`src/hw/rtl/table_linear_interpolator_core_assert.svh`:
```
// Assertion helpers shared by the interpolator RTL.
`ifndef TABLE_LINEAR_INTERPOLATOR_CORE_ASSERT_SVH
`define TABLE_LINEAR_INTERPOLATOR_CORE_ASSERT_SVH

// Same-cycle implication, disabled while reset is asserted.
`define TLI_ASSERT_IMP(lbl, ck, rn, ante, cons, msg) \
	lbl: assert property (@(posedge ck) disable iff (!rn) (ante) |-> (cons)) else $error(msg);

// Next-cycle implication, disabled while reset is asserted.
`define TLI_ASSERT_NXT(lbl, ck, rn, ante, cons, msg) \
	lbl: assert property (@(posedge ck) disable iff (!rn) (ante) |=> (cons)) else $error(msg);

`endif

```
`src/hw/rtl/tli_pkg.sv`:
```
package tli_pkg;

	localparam int VW         = 32;         // Q16.16 value width
	localparam int PW         = 2 * VW;     // product width
	localparam int QW         = VW + 2;     // quotient bits produced by the divider
	localparam int DIV_STEPS  = QW / 2;     // radix-4 digits
	localparam int IDX_W      = 6;
	localparam int LEN_W      = 7;
	localparam int IN_DATA_W  = 72;
	localparam int IN_USER_W  = 1;
	localparam int OUT_DATA_W = 32;
	localparam int OUT_USER_W = 3;

	// Largest quotient that still adds to the base without forced saturation.
	localparam logic [QW-1:0] QUOT_LIMIT = {{(QW - VW - 1){1'b0}}, 1'b1, {VW{1'b0}}};

	typedef enum logic {
		CMD_WRITE = 1'b0,
		CMD_QUERY = 1'b1
	} cmd_t;

	typedef enum logic [1:0] {
		REGION_EXACT  = 2'd0,
		REGION_INTERP = 2'd1,
		REGION_BELOW  = 2'd2,
		REGION_ABOVE  = 2'd3
	} region_t;

	typedef enum logic [3:0] {
		ST_IDLE,
		ST_RD_FIRST,
		ST_RD_LAST,
		ST_CLASSIFY,
		ST_PROBE,
		ST_COMPARE,
		ST_PAIR_A,
		ST_PAIR_B,
		ST_PAIR_C,
		ST_MUL,
		ST_DIV_GO,
		ST_DIV_WAIT,
		ST_FINISH
	} state_t;

	typedef struct packed {
		logic          start;
		logic [PW-1:0] dividend;
		logic [VW-1:0] divisor;
	} div_req_t;

	typedef struct packed {
		logic          done;
		logic          ovf;
		logic [QW-1:0] quot;
	} div_rsp_t;

endpackage

```
`src/hw/rtl/tli_div.sv`:
```
`include "table_linear_interpolator_core_assert.svh"

// Radix-4 restoring divider, unsigned 64 / 32. Produces the low QW quotient
// bits; ovf flags a quotient that does not fit in QW bits.
module tli_div (
	input  logic              clk,
	input  logic              arst_n,
	input  tli_pkg::div_req_t req,
	output tli_pkg::div_rsp_t rsp
);
	import tli_pkg::*;

	localparam int CW = $clog2(DIV_STEPS + 1);

	logic          busy_q;
	logic          done_q;
	logic [CW-1:0] cnt_q;
	logic          ovf_q;
	logic [VW-1:0] rem_q;
	logic [VW-1:0] dvs_q;
	logic [VW+1:0] dvs3_q;
	logic [QW-1:0] num_q;
	logic [QW-1:0] quot_q;

	logic [VW+1:0] rem4;
	logic [VW+2:0] t1;
	logic [VW+2:0] t2;
	logic [VW+2:0] t3;
	logic [1:0]    digit;
	logic [VW-1:0] rem_nxt;

	assign rem4 = {rem_q, num_q[QW-1 -: 2]};
	assign t1   = {1'b0, rem4} - {3'b000, dvs_q};
	assign t2   = {1'b0, rem4} - {2'b00, dvs_q, 1'b0};
	assign t3   = {1'b0, rem4} - {1'b0, dvs3_q};

	// pick the largest multiple that does not borrow
	always_comb begin
		if (!t3[VW+2]) begin
			digit   = 2'd3;
			rem_nxt = t3[VW-1:0];
		end else if (!t2[VW+2]) begin
			digit   = 2'd2;
			rem_nxt = t2[VW-1:0];
		end else if (!t1[VW+2]) begin
			digit   = 2'd1;
			rem_nxt = t1[VW-1:0];
		end else begin
			digit   = 2'd0;
			rem_nxt = rem4[VW-1:0];
		end
	end

	always_ff @(posedge clk or negedge arst_n) begin
		if (!arst_n) begin
			busy_q <= 1'b0;
			done_q <= 1'b0;
			cnt_q  <= '0;
		end else begin
			done_q <= 1'b0;
			if (req.start) begin
				busy_q <= 1'b1;
				cnt_q  <= CW'(DIV_STEPS);
			end else if (busy_q) begin
				cnt_q <= cnt_q - CW'(1);
				if (cnt_q == CW'(1)) begin
					busy_q <= 1'b0;
					done_q <= 1'b1;
				end
			end
		end
	end

	always_ff @(posedge clk) begin
		if (req.start) begin
			rem_q  <= VW'(req.dividend[PW-1:QW]);
			num_q  <= req.dividend[QW-1:0];
			dvs_q  <= req.divisor;
			dvs3_q <= {2'b00, req.divisor} + {1'b0, req.divisor, 1'b0};
			ovf_q  <= VW'(req.dividend[PW-1:QW]) >= req.divisor;
			quot_q <= '0;
		end else if (busy_q) begin
			rem_q  <= rem_nxt;
			num_q  <= {num_q[QW-3:0], 2'b00};
			quot_q <= {quot_q[QW-3:0], digit};
		end
	end

	assign rsp.done = done_q;
	assign rsp.ovf  = ovf_q;
	assign rsp.quot = quot_q;

	`TLI_ASSERT_IMP(a_div_start_idle, clk, arst_n, req.start, !busy_q, "divider restarted while busy")
	`TLI_ASSERT_NXT(a_div_done_last, clk, arst_n, busy_q && !req.start && cnt_q == CW'(1), done_q && !busy_q, "divider missed its last digit")

endmodule

```
`config.mk`:
```
export PLATFORM = sky130hd
export DESIGN_NAME = tli_div
export DESIGN_NICKNAME = d
export VERILOG_FILES = /design/src/hw/rtl/tli_pkg.sv /design/src/hw/rtl/tli_div.sv
export VERILOG_INCLUDE_DIRS = /design/src /design/src/hw/rtl
export SDC_FILE = /design/constraint.sdc
export NUM_CORES = 1
export LEC_CHECK = 0
export BUFFER_PORTS_ARGS = -buffer_cell sky130_fd_sc_hd__clkbuf_2
export CORE_ASPECT_RATIO = 0.5
export CORE_MARGIN = 5
export CORE_UTILIZATION = 59
export DETAILED_ROUTE_END_ITERATION = 8
export PLACE_DENSITY = 0.89
export SYNTH_ARGS = -nofsm -noshare
export SYNTH_HDL_FRONTEND = slang
export SYNTH_SLANG_ARGS = --single-unit
```
`constraint.sdc`:
```
create_clock -name clk -period 4.6 [get_ports clk]
set_input_delay 0.46 -clock clk [delete_from_list [all_inputs] [get_ports clk]]
set_output_delay 0.46 -clock clk [all_outputs]
set_load 0.02 [all_outputs]
```
=== Word level (Yosys, flattened, before mapping) ===
Cells that the tools add are included.

* Register bits: 174
* Input port bits: 99
* Word-level logic and storage cells: 36

* Add/sub/neg operators: 5
* Order comparisons: 1
* Eq/ne operators: 1
* Muxes and demuxes: 18
* Reduce and logical (&&, ||, !) cells: 1

{| class="wikitable"
|+ Operators with widths
! operator !! number
|-
| 2-to-1 mux 32 bit || 3
|-
| 2-to-1 mux 34 bit || 2
|-
| 2-to-1 mux 30 bit || 2
|-
| subtractor 34 x 32 -> 35 bit || 1
|-
| subtractor 34 x 33 -> 35 bit || 1
|-
| subtractor 34 x 34 -> 35 bit || 1
|-
| adder 32 x 33 -> 34 bit || 1
|-
| >= comparator 30 x 32 -> 1 bit || 1
|-
| 2-to-1 mux 5 bit || 2
|-
| 2-to-1 mux 1 bit || 7
|-
| equality test 5 x 1 -> 1 bit, second input constant || 1
|-
| subtractor 5 x 1 -> 5 bit, second input constant || 1
|-
| 2-to-1 mux 2 bit || 2
|-
| nonzero test 2 bit || 1
|}

=== Depth between registers and ports, before layout ===
Gate-level depths: netlist of the first run.

* Depth in word-level cells: 6
* Gate-level depth with buffers: 16
* Mapped depth without buffers: 14

=== Worst setup path before layout of the first run ===
Ideal clock, no wire load.

* Path type: reg-to-reg
* Start point: reg num_q[32]
* End point: reg rem_q[0] (data pin)
* Setup time: 260 ps
* Data arrival time: 2973 ps
* Required time: 4340 ps
* Slack: 1368 ps
* Stages on the path, launching flop included: 15
* Period minus slack after synthesis: 3232 ps
* Path through: edfxtp_1 > inv_1 > ha_1 > inv_1 > fa_1 > a21o_1 > a221oi_2 > a21oi_2 > a31oi_1 > o21ai_1 > a32oi_2 > o211a_2 > o21ai_1 > mux2i_1 > mux2_2

* Longest elaborated chain between the ends: 6
* Elaborated cells between the ends (all ways): 8

{| class="wikitable"
|+ Ends and longest elaborated chain
! what !! RTL line !! RTL
|-
| from (decl) || tli_div.sv:22 || <nowiki>logic [QW-1:0] num_q;</nowiki>
|-
| from (signal assigned) || tli_div.sv:77 || <nowiki>num_q <= req.dividend[QW-1:0];</nowiki>
|-
| from (signal assigned) || tli_div.sv:84 || <nowiki>num_q <= {num_q[QW-3:0], 2'b00};</nowiki>
|-
| subtractor 34 x 32 -> 35 bit || tli_div.sv:33 || <nowiki>assign t1 = {1'b0, rem4} - {3'b000, dvs_q};</nowiki>
|-
| 2-to-1 mux 32 bit || tli_div.sv:45 || <nowiki>end else if (!t1[VW+2]) begin</nowiki>
|-
| 2-to-1 mux 32 bit || tli_div.sv:42 || <nowiki>end else if (!t2[VW+2]) begin</nowiki>
|-
| 2-to-1 mux 32 bit * || tli_div.sv:39 || <nowiki>if (!t3[VW+2]) begin</nowiki>
|-
| 2-to-1 mux 30 bit * || tli_div.sv:82 || <nowiki>end else if (busy_q) begin</nowiki>
|-
| 2-to-1 mux 30 bit * || tli_div.sv:75 || <nowiki>if (req.start) begin</nowiki>
|-
| to (signal assigned) || tli_div.sv:76 || <nowiki>rem_q <= VW'(req.dividend[PW-1:QW]);</nowiki>
|-
| to (signal assigned) || tli_div.sv:83 || <nowiki>rem_q <= rem_nxt;</nowiki>
|-
| to (decl) || tli_div.sv:19 || <nowiki>logic [VW-1:0] rem_q;</nowiki>
|}

Mark *: on every way between the ends. The rest lies on a longest branch, timed or not. The select of a mux whose other input is x is not followed.
A chain may end at the register's enable or synchronous reset.

=== Worst setup path after layout of the first run ===
Ends and elaborated chain as after synthesis.

==> results of run 1 <==
[flip-flops by register name (all words and copies together) (netlist names)]
register	cells
done_q	1
cnt_q	5
busy_q	1
rem_q	32
dvs3_q	33
dvs_q	32
num_q	34
ovf_q	1
quot_q	34
[power by group through the flow]
stage	sequential [mW]	clock (mW)	combinational (mW)
floorplan	2.35	0	5.12
global placement	2.51	0	6.48
detailed placement	2.52	0	6.55
CTS	2.50	1.39	6.66
global route	2.55	1.46	7.52
finish	2.54	1.40	6.94
[cells in the mapped netlist (8+ instances only)]
master | instances | area (um^2)
xnor2_1 | 61 | 534
dfxtp_1 | 36 | 721
nand3_1 | 21 | 105
mux2i_1 | 41 | 410
or3_1 | 8 | 50.1
a21oi_1 | 132 | 661
a211oi_1 | 30 | 225
mux2_2 | 34 | 383
edfxtp_1 | 130 | 3900
nand2_1 | 89 | 334
nor2b_1 | 13 | 81.3
buf_2 | 8 | 40.0
ha_1 | 163 | 2040
and3_1 | 19 | 119
a221oi_1 | 12 | 105
nand2b_1 | 19 | 119
xor2_1 | 40 | 350
o21a_1 | 33 | 248
and2_1 | 17 | 106
o21ai_0 | 57 | 285
o21bai_1 | 15 | 113
nor2_1 | 109 | 409
nand4_1 | 11 | 68.8
clkbuf_1 | 29 | 109
o21ai_1 | 27 | 135
a31oi_1 | 19 | 119
inv_1 | 138 | 518
o211ai_1 | 35 | 263
nor3_1 | 24 | 120
a21o_1 | 67 | 503
[layer usage]
layer,track usage,up-vias,share of wire
li1,-,6106,-
met1,0.443,6115,0.42
met2,0.426,805,0.40
met3,0.126,64,0.16
met4,0.0686,0,0.018
met5,0,-,0
[cell type report]
cell class                      instances  area [um^2]
Antenna cell                            2         5.00
Inverter                              138          518
Multi-Input combinational cell       1218         9020
Tap cell                              336          420
Fill cell                            1852         8050
Timing Repair Buffer                  145          762
Sequential cell                       173         4800
Clock inverter                         12          109
Clock buffer                           20          437
[cell families after synthesis]
kind of cell | count (synthesis)
AOI/OAI and AO/OA | 516
and+or+nand+nor | 357
buffers and inverters | 187
DFF | 173
adders and majority gates | 167
xor gates and xnor gates | 101
muxes | 77
[critical path, stage by stage, from the launching register on]
cell and delay, ps:
edfxtp_1 360, inv_1 80, ha_1 180, inv_1 80, fa_1 420, a21o_1 230
a221oi_2 360, a21oi_2 120, a31oi_1 260, o21ai_1 190, a32oi_2 290, o211a_2 510
o21ai_1 250, mux2i_1 170, mux2_2 270
[what timing repair did]
action / in CTS / in global routing
hold endpoints to repair: 7 / 0
hold buffers: 1 / 0
gates resized for setup: 0 / 0
[stage by stage]
| step | hold WS [ps] | instances |
|---|---|---|
| finish | 223 | 2044 |
| detailed placement | 302 | 2009 |
| CTS | 220 | 2042 |
| global placement | 305 | 2009 |
| global route | 232 | 2044 |
| floorplan | 164 | 1578 |
[placed cells by master, fill, tap and decap left out, types with 5 or more instances in the layout]
cell,netlist,final
ha_1,163,163
inv_1,138,138
clkbuf_2,0,133
a21oi_1,132,132
edfxtp_1,130,130
nor2_1,109,109
nand2_1,89,89
a21o_1,67,67
xnor2_1,61,61
o21ai_0,57,57
mux2i_1,41,41
xor2_1,40,40
dfxtp_1,36,36
o211ai_1,35,35
mux2_2,34,34
o21a_1,33,33
a211oi_1,30,30
o21ai_1,27,27
nor3_1,24,24
nand3_1,21,21
and3_1,19,19
nand2b_1,19,19
a31oi_1,19,19
and2_1,17,17
clkbuf_16,0,17
o21bai_1,15,15
nor2b_1,13,13
a221oi_1,12,12
nand4_1,11,11
buf_4,5,10
or3_1,8,8
o22ai_1,7,7
o2111ai_1,7,7
dfrtp_1,7,6
a21boi_1,5,5
or2_2,5,5
o311ai_1,5,5
a22oi_1,5,5
[final timing paths]
| path | slack, ps | endpoint | cells after the start |
|---|---|---|---|
| setup / recovery | 580 | rem_q[0]$_DFFE_PP_ | 14 |
| hold / removal | 220 | dvs_q[0]$_DFFE_PP_ | 1 |
| setup reg to reg | 580 | rem_q[0]$_DFFE_PP_ | 14 |
| hold reg to reg | 510 | quot_q[32]$_SDFFE_PP0P_ | 2 |
| max in group asynchronous | 4030 | busy_q$_DFF_PN0_ | 2 |
| min in group asynchronous | 390 | done_q$_DFF_PN0_ | 2 |
==> summary.txt, run 1 <==
Status
  – Status: completed

Final layout
  – Fin area: 16100 um^2
  – Syn-to-layout area delta: 10.3%
  – Final Util: 0.666
  – Final Net Count: 1959
  – Layout cells sized above 1: 0.137

Die
  – Die area: 28100 um^2
  – Row count: 40
  – I/O pin count: 135
  – Chip Height: 121 um
  – Initial core utilization: 0.604
  – Die W: 232 um
  – Core region area: 24100 um^2

Global route
  – Pin count of the biggest net entering global routing: 78
  – All-Layer GR Usage: 0.306
  – Initial antenna violation count: 2
  – First-pass GRT wire length: 67500 um
  – Vias in the first global route: 12100
  – GRT overflow: 0

Place
  – Port Buffer Count: 134
  – Placer congestion estimate: 0.992
  – Pre-CTS setup slack: 724 ps
  – Area after DPL: 15500 um^2
  – Dpl hpwl: 33400 um

STA
  – Fin. Hold Viols: 0
  – Period utilization: 0.874
  – Rel. slew slack: 0.262
  – Final Slew Violations: 0
  – Setup-violating endpoint count in the final report: 0
  – Minimum clock period: 4020 ps
  – Fin worst setup slack: 580 ps
  – RSZ-0062 raised after global routing: false
  – Peak Freq: 249 MHz
  – Final Skew: 14.5 ps
  – Setup TNS: 0 ps
  – Worst-Margin Slew: 1110 ps

Pwr
  – Clock group share of total power: 0.129
  – Sw Pwr: 5.30 mW
  – Combinational group share of total power: 0.637
  – Total Power: 10.9 mW
  – Peak supply drop: 0.358 mV
  – Power Density: 677 nW/um^2
  – P_int: 5.59 mW
  – Sequential share of power: 0.234
  – Leak: 7.41 nW
  – Switching part of the total: 0.487

CTS
  – Setup Buffers After CTS: 0
  – H-tree Lvls: 4
  – Clock Latency Late Sink: 450 ps
  – Clk sinks: 173
  – Clk slew on worst S/H paths: 80 ps
  – Clk buf depth: 2
  – CTS tree: done
  – CTS Buf Count: 17
  – Root Buffer Master: clkbuf_16

Drt
  – Antenna Nets Post-Route: 0
  – WL final: 43600 um
  – TritonRoute pass-1 iters: 6
  – Wire per inst: 21.3 um
  – Vias/cell: 6.40
  – DRT iter0 DRCs: 1795
  – Via count: 13100
  – Drc violations: 0

Critical path
  – Worst r2r src: num_q[32]$_DFFE_PP_
  – Critical Path End Type: flop
  – Worst setup SP type: flop
  – Worst-path fanout max: 17
  – Critical path required time: 4810 ps
  – Critical path arrival: 4230 ps
  – Setup crit start: num_q[32]$_DFFE_PP_
  – CP Class: reg2reg

Logic synthesis
  – Synthesized instance count: 1578
  – Syn. warnings: 0
  – Synth Flop Type: edfxtp_1
  – Fraction of synthesized cell area in xor and xnor cells: 0.0607
  – Post-Synth Simple-Gate Area: 0.119
  – #FFs+latches synth: 173
  – Complex-gate fraction of the synthesized area: 0.238
  – Mux share of post-synthesis cell area: 0.0560
  – Synth Area in Adders: 0.146
  – Asr flop ratio synth: 0.0405
  – Main combinational cell family by area after synthesis: compound AO/OA/AOI/OAI gates
  – Cell Area, Synth: 14600 um^2
  – Yosys cell types: 91
  – EDFF count, synth: 130
  – Mapped Nets: 1844
  – Syn avg cell area: 9.23 um^2
  – Register area share after synthesis: 0.330

Min path
  – Min-delay worst type: in2reg
  – Min-delay src: req[0]

Run
  – MaxCap Viol Count: 0
(Power assumes the default switching activity.)
==> run 2: changes to the inputs <==
CORE_UTILIZATION = 45   (was 59)
PLACE_DENSITY = 0.73   (was 0.89)
clock period = 3.7 ns   (was 4.6 ns; I/O delays follow)
==> summary.txt, run 2 (synthesized netlist as in run 1, its figures left out) <==
Status
  – Status: completed

Final layout
  – Final Net Count: 1988 (+1.5%)
  – Final Util: 0.523 (-0.143)
  – Most common cell after layout, fill and taps aside: ha_1
  – Biggest regs: num_q (34), quot_q (34), dvs3_q (33)
  – Layout cells sized above 1: 0.158 (+0.0208)
  – Most frequent cells in the layout: ha_1, inv_1, clkbuf_2
  – Non-Filler Instances: 2171 (+6.2%)
  – Syn-to-layout area delta: 14.1%

Drt
  – TritonRoute pass-1 iters: 5 (-1)
  – DRT iter0 DRCs: 1278 (-29%)
  – Drc violations: 0 (unchanged)
  – WL final: 42300 um (-3.0%)
  – Wire per inst: 19.5 um (-8.7%)
  – Vias/cell: 5.84 (-8.9%)
  – Antenna Nets Post-Route: 0 (unchanged)
  – Via count: 12700 (-3.2%)

STA
  – Worst-Margin Slew: 786 ps (-320 ps)
  – Final Slew Violations: 0 (unchanged)
  – Rel. slew slack: 0.476 (+0.214)
  – Final Hold Slack: 174 ps (-49.3 ps)
  – Setup TNS: 0 ps (unchanged)
  – Peak Freq: 278 MHz (+12%)
  – Final Skew: 16.6 ps (+2.13 ps)
  – Minimum clock period: 3600 ps (-422 ps)
  – Setup-violating endpoint count in the final report: 0 (unchanged)
  – Period utilization: 0.973 (+0.0986)
  – Fin. Hold Viols: 0 (unchanged)

Critical path
  – Most used cell, CP: a211oi_1
  – Critical path's largest stage delay: 430 ps (-80 ps)
  – CP cell instances: inv_1 > ha_1 > inv_1 > fa_1 > a211oi_1 > nor2_1 > a41oi_1 > buf_4 > a211oi_1 > or2_1 > a221oi_1 > xnor2_1 > nor2_1 > a211oi_1 > a221o_1
  – Slowest CP cell: edfxtp_1
  – Setup crit start: num_q[33]$_DFFE_PP_
  – CP Class: reg2reg
  – Critical path required time: 4000 ps (-810 ps)
  – Worst setup SP type: flop
  – Worst-path fanout max: 4 (-13)
  – Worst r2r src: num_q[33]$_DFFE_PP_
  – Reg2Reg Capture Point: rem_q[29]$_DFFE_PP_
  – Worst-case reg-to-reg path depth: 15 (+1)
  – Critical Path End Type: flop
  – Reg2Reg Setup Slack: 100 ps (-480 ps)
  – Critical path arrival: 3890 ps (-340 ps)

Global route
  – Pin count of the biggest net entering global routing: 149 (+91%)
  – All-Layer GR Usage: 0.225 (-0.0812)
  – GRT overflow: 0 (unchanged)
  – Initial antenna violation count: 3 (+1)
  – Vias in the first global route: 11300 (-6.8%)
  – First-pass GRT wire length: 64200 um (-4.9%)

Min path
  – Hold depth: 1 (unchanged)
  – Min-delay src: req[0]
  – Min-delay worst type: in2reg
  – Worst Hold Endpoint: dvs_q[0]$_DFFE_PP_

CTS
  – CTS Buf Count: 17 (unchanged)
  – Clk sinks: 173 (unchanged)
  – Clock Latency Late Sink: 440 ps (about the same)
  – Clk buf depth: 2 (unchanged)
  – CTS tree: done
  – Root Buffer Master: clkbuf_16
  – H-tree Lvls: 4 (unchanged)
  – Clk slew on worst S/H paths: 80 ps (about the same)

Die
  – Initial core utilization: 0.458 (-0.145)
  – Core region area: 31800 um^2 (+32%)
  – Die W: 264 um (+14%)
  – Row count: 46 (+15%)
  – Die area: 36300 um^2 (+29%)
  – I/O pin count: 135 (unchanged)
  – Chip Height: 137 um (+13%)

Pwr
  – Combinational group share of total power: 0.644 (+0.007)
  – Peak supply drop: 0.387 mV (+8.2%)
  – Switching part of the total: 0.474 (-0.0129)
  – Clock group share of total power: 0.132 (+0.003)
  – Sequential share of power: 0.224 (-0.010)
  – Leak: 7.63 nW (+2.9%)
  – Total Power: 13.9 mW (+28%)
  – Sw Pwr: 6.58 mW (+24%)
  – P_int: 7.31 mW (+31%)
  – Power Density: 836 nW/um^2 (+23%)

Place
  – Dpl cells: 2131 (+6.1%)
  – Placer congestion estimate: 0.997 (+0.49%)
  – Dpl hpwl: 33700 um (+0.75%)
  – Port Buffer Count: 134 (unchanged)

Run
  – MaxCap Viol Count: 0 (unchanged)
==> run 2: cell types whose count changed in the layout (fill, tap and decap cells not counted), moves of 3 or more <==
| cell | delta |
|---|---|
| buf_12 | +6 |
| buf_4 | +23 |
| clkinv_8 | +4 |
| clkbuf_1 | -3 |
==> run 2: area by class of cell <==
cell class / instances / area (um^2)
Inverter: 138 / 518
Timing Repair Buffer: 174 / 1050
Tap cell: 432 / 541
Fill cell: 2886 / 15100
Clock inverter: 15 / 189
Multi-Input combinational cell: 1218 / 9080
Antenna cell: 4 / 10.0
Sequential cell: 173 / 4800
Clock buffer: 17 / 425
==> run 2: stage by stage <==
stage | area, um^2 | setup slack (ps)
floorplan | 14600 | 468
global route | 16600 | -40.0
finish | 16600 | 102
detailed placement | 15900 | 79.4
CTS | 16500 | 62.8
global placement | 15900 | 118
==> run 2: how the worst max path moves through the flow <==
stage                                     end  slack (ps)
after floorplan            rem_q[0]$_DFFE_PP_         470
after global placement     rem_q[0]$_DFFE_PP_         120
after detailed placement   rem_q[0]$_DFFE_PP_          80
after CTS                 rem_q[27]$_DFFE_PP_          60
after global routing      rem_q[29]$_DFFE_PP_         -40
final                     rem_q[29]$_DFFE_PP_         100
==> run 2: worst max-delay path, delay by kind of cell (launching register included) <==
family                     cells  cell delay (ps)
adders and majority gates      2              600
buffers and inverters          3              310
and+or+nand+nor                3              460
AOI/OAI and AO/OA              6             1480
DFF                            1              430
xor gates and xnor gates       1              170
==> run 2: power by group through the flow <==
stage               clock network (mW)  registers [mW]  logic, mW
floorplan                            0            2.93       6.36
global placement                     0            3.10       8.48
detailed placement                   0            3.12       8.50
CTS                               1.86            3.08       8.58
global route                      1.94            3.13       9.73
finish                            1.83            3.11       8.95
==> run 2: per-layer routing <==
layer,share of wire,GRT usage
met3,0.11,0.0626
met4,0.013,0.0428
met1,0.48,0.349
met5,0,0
met2,0.39,0.310
==> run 2: repair_timing <==
item / in CTS / in global routing
endpoints found under the setup margin: 0 / 32
hold buffers: 1 / 0
buffers inserted: 0 / 3
gates resized for setup: 0 / 10
endpoints found under the hold margin: 7 / 0
==> run 3: changes to the inputs <==
ABC_AREA = 1   (was unset)
==> summary.txt, run 3 <==
STA
  – Fin. Hold Viols: 0 (unchanged)
  – Period utilization: 0.855 (-0.117)
  – Worst-Margin Slew: 1100 ps (+316 ps)
  – Fin worst setup slack: 535 ps (+433 ps)
  – Minimum clock period: 3170 ps (-433 ps)
  – RSZ-0062 raised after global routing: false
  – Setup-violating endpoint count in the final report: 0 (unchanged)
  – Peak Freq: 316 MHz (+14%)
  – Final Slew Violations: 0 (unchanged)
  – Rel. slew slack: 0.265 (-0.211)
  – Final Hold Slack: 144 ps (-30.0 ps)
  – Setup TNS: 0 ps (unchanged)
  – Final Skew: 18.3 ps (+1.61 ps)

Global route
  – Pin count of the biggest net entering global routing: 65 (-56%)
  – Initial antenna violation count: 1 (-2)
  – Vias in the first global route: 15100 (+33%)
  – GRT overflow: 0 (unchanged)
  – First-pass GRT wire length: 83800 um (+30%)
  – All-Layer GR Usage: 0.269 (+0.0448)

Logic synthesis
  – Synthesized instance count: 2331 (+48%)
  – Syn. warnings: 0 (unchanged)
  – Asr flop ratio synth: 0.0405 (unchanged)
  – Yosys cell types: 51 (-44%)
  – Cell Area, Synth: 16100 um^2 (+10%)
  – Synth Flop Type: edfxtp_1
  – Area contributors post-synth: edfxtp_1, nand2_1, ha_1
  – #FFs+latches synth: 173 (unchanged)
  – EDFF count, synth: 130 (unchanged)
  – Mapped Nets: 2597 (+41%)
  – Synth top area share: 0.243 (-0.0254)
  – Cell taking the most area after synthesis: edfxtp_1
  – Most numerous cell in the Yosys netlist: nand2_1
  – Synth cell count leaders: nand2_1, inv_1, nor2_1
  – Register area share after synthesis: 0.298 (-0.0312)
  – Syn avg cell area: 6.90 um^2 (-25%)

Place
  – Port Buffer Count: 134 (unchanged)
  – Dpl cells: 2917 (+37%)
  – Pre-CTS setup slack: 604 ps (+525 ps)
  – Placer congestion estimate: 1.04 (+4.2%)
  – Dpl hpwl: 45300 um (+35%)
  – Area after DPL: 17200 um^2 (+8.4%)

Final layout
  – Most common cell after layout, fill and taps aside: nand2_1
  – Final Net Count: 2728 (+37%)
  – Syn-to-layout area delta: 11.2%
  – Biggest regs: num_q (34), quot_q (34), dvs3_q (33)
  – Most frequent cells in the layout: nand2_1, inv_1, nor2_1
  – Fin area: 17900 um^2 (+7.7%)
  – Fillers: 3442 (+19%)
  – Final Util: 0.513 (-0.0103)
  – Layout cells sized above 1: 0.0954 (-0.0626)
  – Non-Filler Instances: 2951 (+36%)

Pwr
  – Total Power: 14.7 mW (+6.1%)
  – Power Density: 824 nW/um^2 (-1.4%)
  – Leak: 8.98 nW (+18%)
  – Sequential share of power: 0.208 (-0.016)
  – Peak supply drop: 0.457 mV (+18%)
  – Sw Pwr: 8.06 mW (+22%)
  – P_int: 6.69 mW (-8.5%)
  – Clock group share of total power: 0.134 (+0.002)
  – Switching part of the total: 0.546 (+0.0725)
  – Combinational group share of total power: 0.658 (+0.014)

Drt
  – Vias/cell: 5.49 (-5.9%)
  – Antenna Nets Post-Route: 0 (unchanged)
  – Via count: 16200 (+28%)
  – DRT iter0 DRCs: 1704 (+33%)
  – WL final: 55100 um (+30%)
  – TritonRoute pass-1 iters: 8 (+3)
  – Drc violations: 0 (unchanged)
  – Wire per inst: 18.7 um (-4.1%)

Critical path
  – Worst setup SP type: flop
  – Most used cell, CP: nand2_1
  – Critical path required time: 4100 ps (+100 ps)
  – Critical path's largest stage delay: 520 ps (+90 ps)
  – CP cell instances: inv_1 > ha_1 > inv_1 > fa_1 > nand3_1 > nand2_1 > nand2_1 > nand2_1 > nand2_1 > a21oi_1 > nand2_1 > nand2_1 > nand2_1 > nand3_1 > nand3_1 > nand2_1 > nand2_1 > nand2_1
  – Critical path arrival: 3570 ps (-320 ps)
  – Slowest CP cell: edfxtp_1
  – Crit path buf inv count: 2 (-1)
  – Critical Path End Type: flop
  – Reg2Reg Setup Slack: 530 ps (+430 ps)
  – CP Class: reg2reg
  – Delay-heaviest family, CP: simple AND/OR/NAND/NOR gates
  – Worst-path fanout max: 5 (+1)

CTS
  – Clk buf depth: 2 (unchanged)
  – Root Buffer Master: clkbuf_16
  – Clock Latency Late Sink: 460 ps (+20 ps)
  – CTS Buf Count: 17 (unchanged)
  – CTS Hold Bufs: 1 (unchanged)
  – H-tree Lvls: 4 (unchanged)
  – Clk sinks: 173 (unchanged)
  – Post_cts resized: 0 (unchanged)
  – CTS tree: done
  – Clk slew on worst S/H paths: 80 ps (about the same)
  – Setup Buffers After CTS: 0 (unchanged)

Die
  – Initial core utilization: 0.461 (+0.00261)
  – Core region area: 34900 um^2 (+9.8%)
  – Die area: 39900 um^2 (+9.9%)
  – Chip Height: 144 um (+4.7%)
  – Row count: 48 (+4.3%)
  – Die W: 277 um (+4.9%)
  – I/O pin count: 135 (unchanged)

Min path
  – Min-delay worst type: in2reg

Status
  – Status: completed

Run
  – MaxCap Viol Count: 0 (unchanged)
==> run 3: cell count changes in the layout (fill, tap and decap cells not counted), moves of 24 or more <==
cell	delta
a211oi_1	-24
a21o_1	-60
a21oi_1	+59
inv_1	+204
mux2_2	-34
mux2i_1	-41
nand2_1	+616
nand3_1	+104
nor2_1	+92
o22ai_1	+24
xnor2_1	-34
==> run 3: layout make-up <==
class / instances / area, um^2 / area share
multi-input cells: 1768 / 9730 / 0.544
flip-flops and latches: 173 / 4800 / 0.268
inverters: 350 / 1320 / 0.0735
repair buffers: 152 / 811 / 0.0453
well taps: 475 / 594 / 0.0332
clock buffers: 17 / 425 / 0.0238
clock inverters: 15 / 215 / 0.0120
diodes: 1 / 2.50 / 0.000140
==> run 3: per-layer routing <==
metal	GRT usage	share of wire
met3	0.0831	0.13
met5	0	0
met1	0.384	0.45
met4	0.0617	0.020
met2	0.404	0.41
==> run 3: power groups by stage <==
stage	Sequential (mW)	Clock, mW	Combinational (mW)
2_1_floorplan	2.85	0	6.85
3_3_place_gp	3.03	0	9.30
3_5_place_dp	3.05	0	9.29
4_1_cts	3.01	1.99	9.37
5_1_grt	3.08	2.09	10.6
6_report	3.06	1.98	9.70
==> run 3: final timing paths <==
check | from | endpoint | cells past startpoint
min | req[0] | dvs_q[0]$_DFFE_PP_ | 1
max in group asynchronous | arst_n | cnt_q[4]$_DFFE_PN0P_ | 2
max reg2reg | num_q[33]$_DFFE_PP_ | rem_q[31]$_SDFFE_PP0P_ | 18
min in group asynchronous | arst_n | cnt_q[2]$_DFFE_PN0P_ | 2
min reg2reg | quot_q[32]$_SDFFE_PP0P_ | quot_q[32]$_SDFFE_PP0P_ | 2
max | num_q[33]$_DFFE_PP_ | rem_q[31]$_SDFFE_PP0P_ | 18
==> run 3: cells by family (layout without fill, tap and decap cells) <==
kind of cell | Yosys count | after routing | share of synthesized area
AOI/OAI and AO/OA | 388 | 388 | 0.137
xor gates and xnor gates | 80 | 80 | 0.0436
adders and majority gates | 167 | 167 | 0.132
buffers and inverters | 390 | 534 | 0.0967
DFF | 173 | 173 | 0.298
other | 0 | 1 | 0
and+or+nand+nor | 1133 | 1133 | 0.293
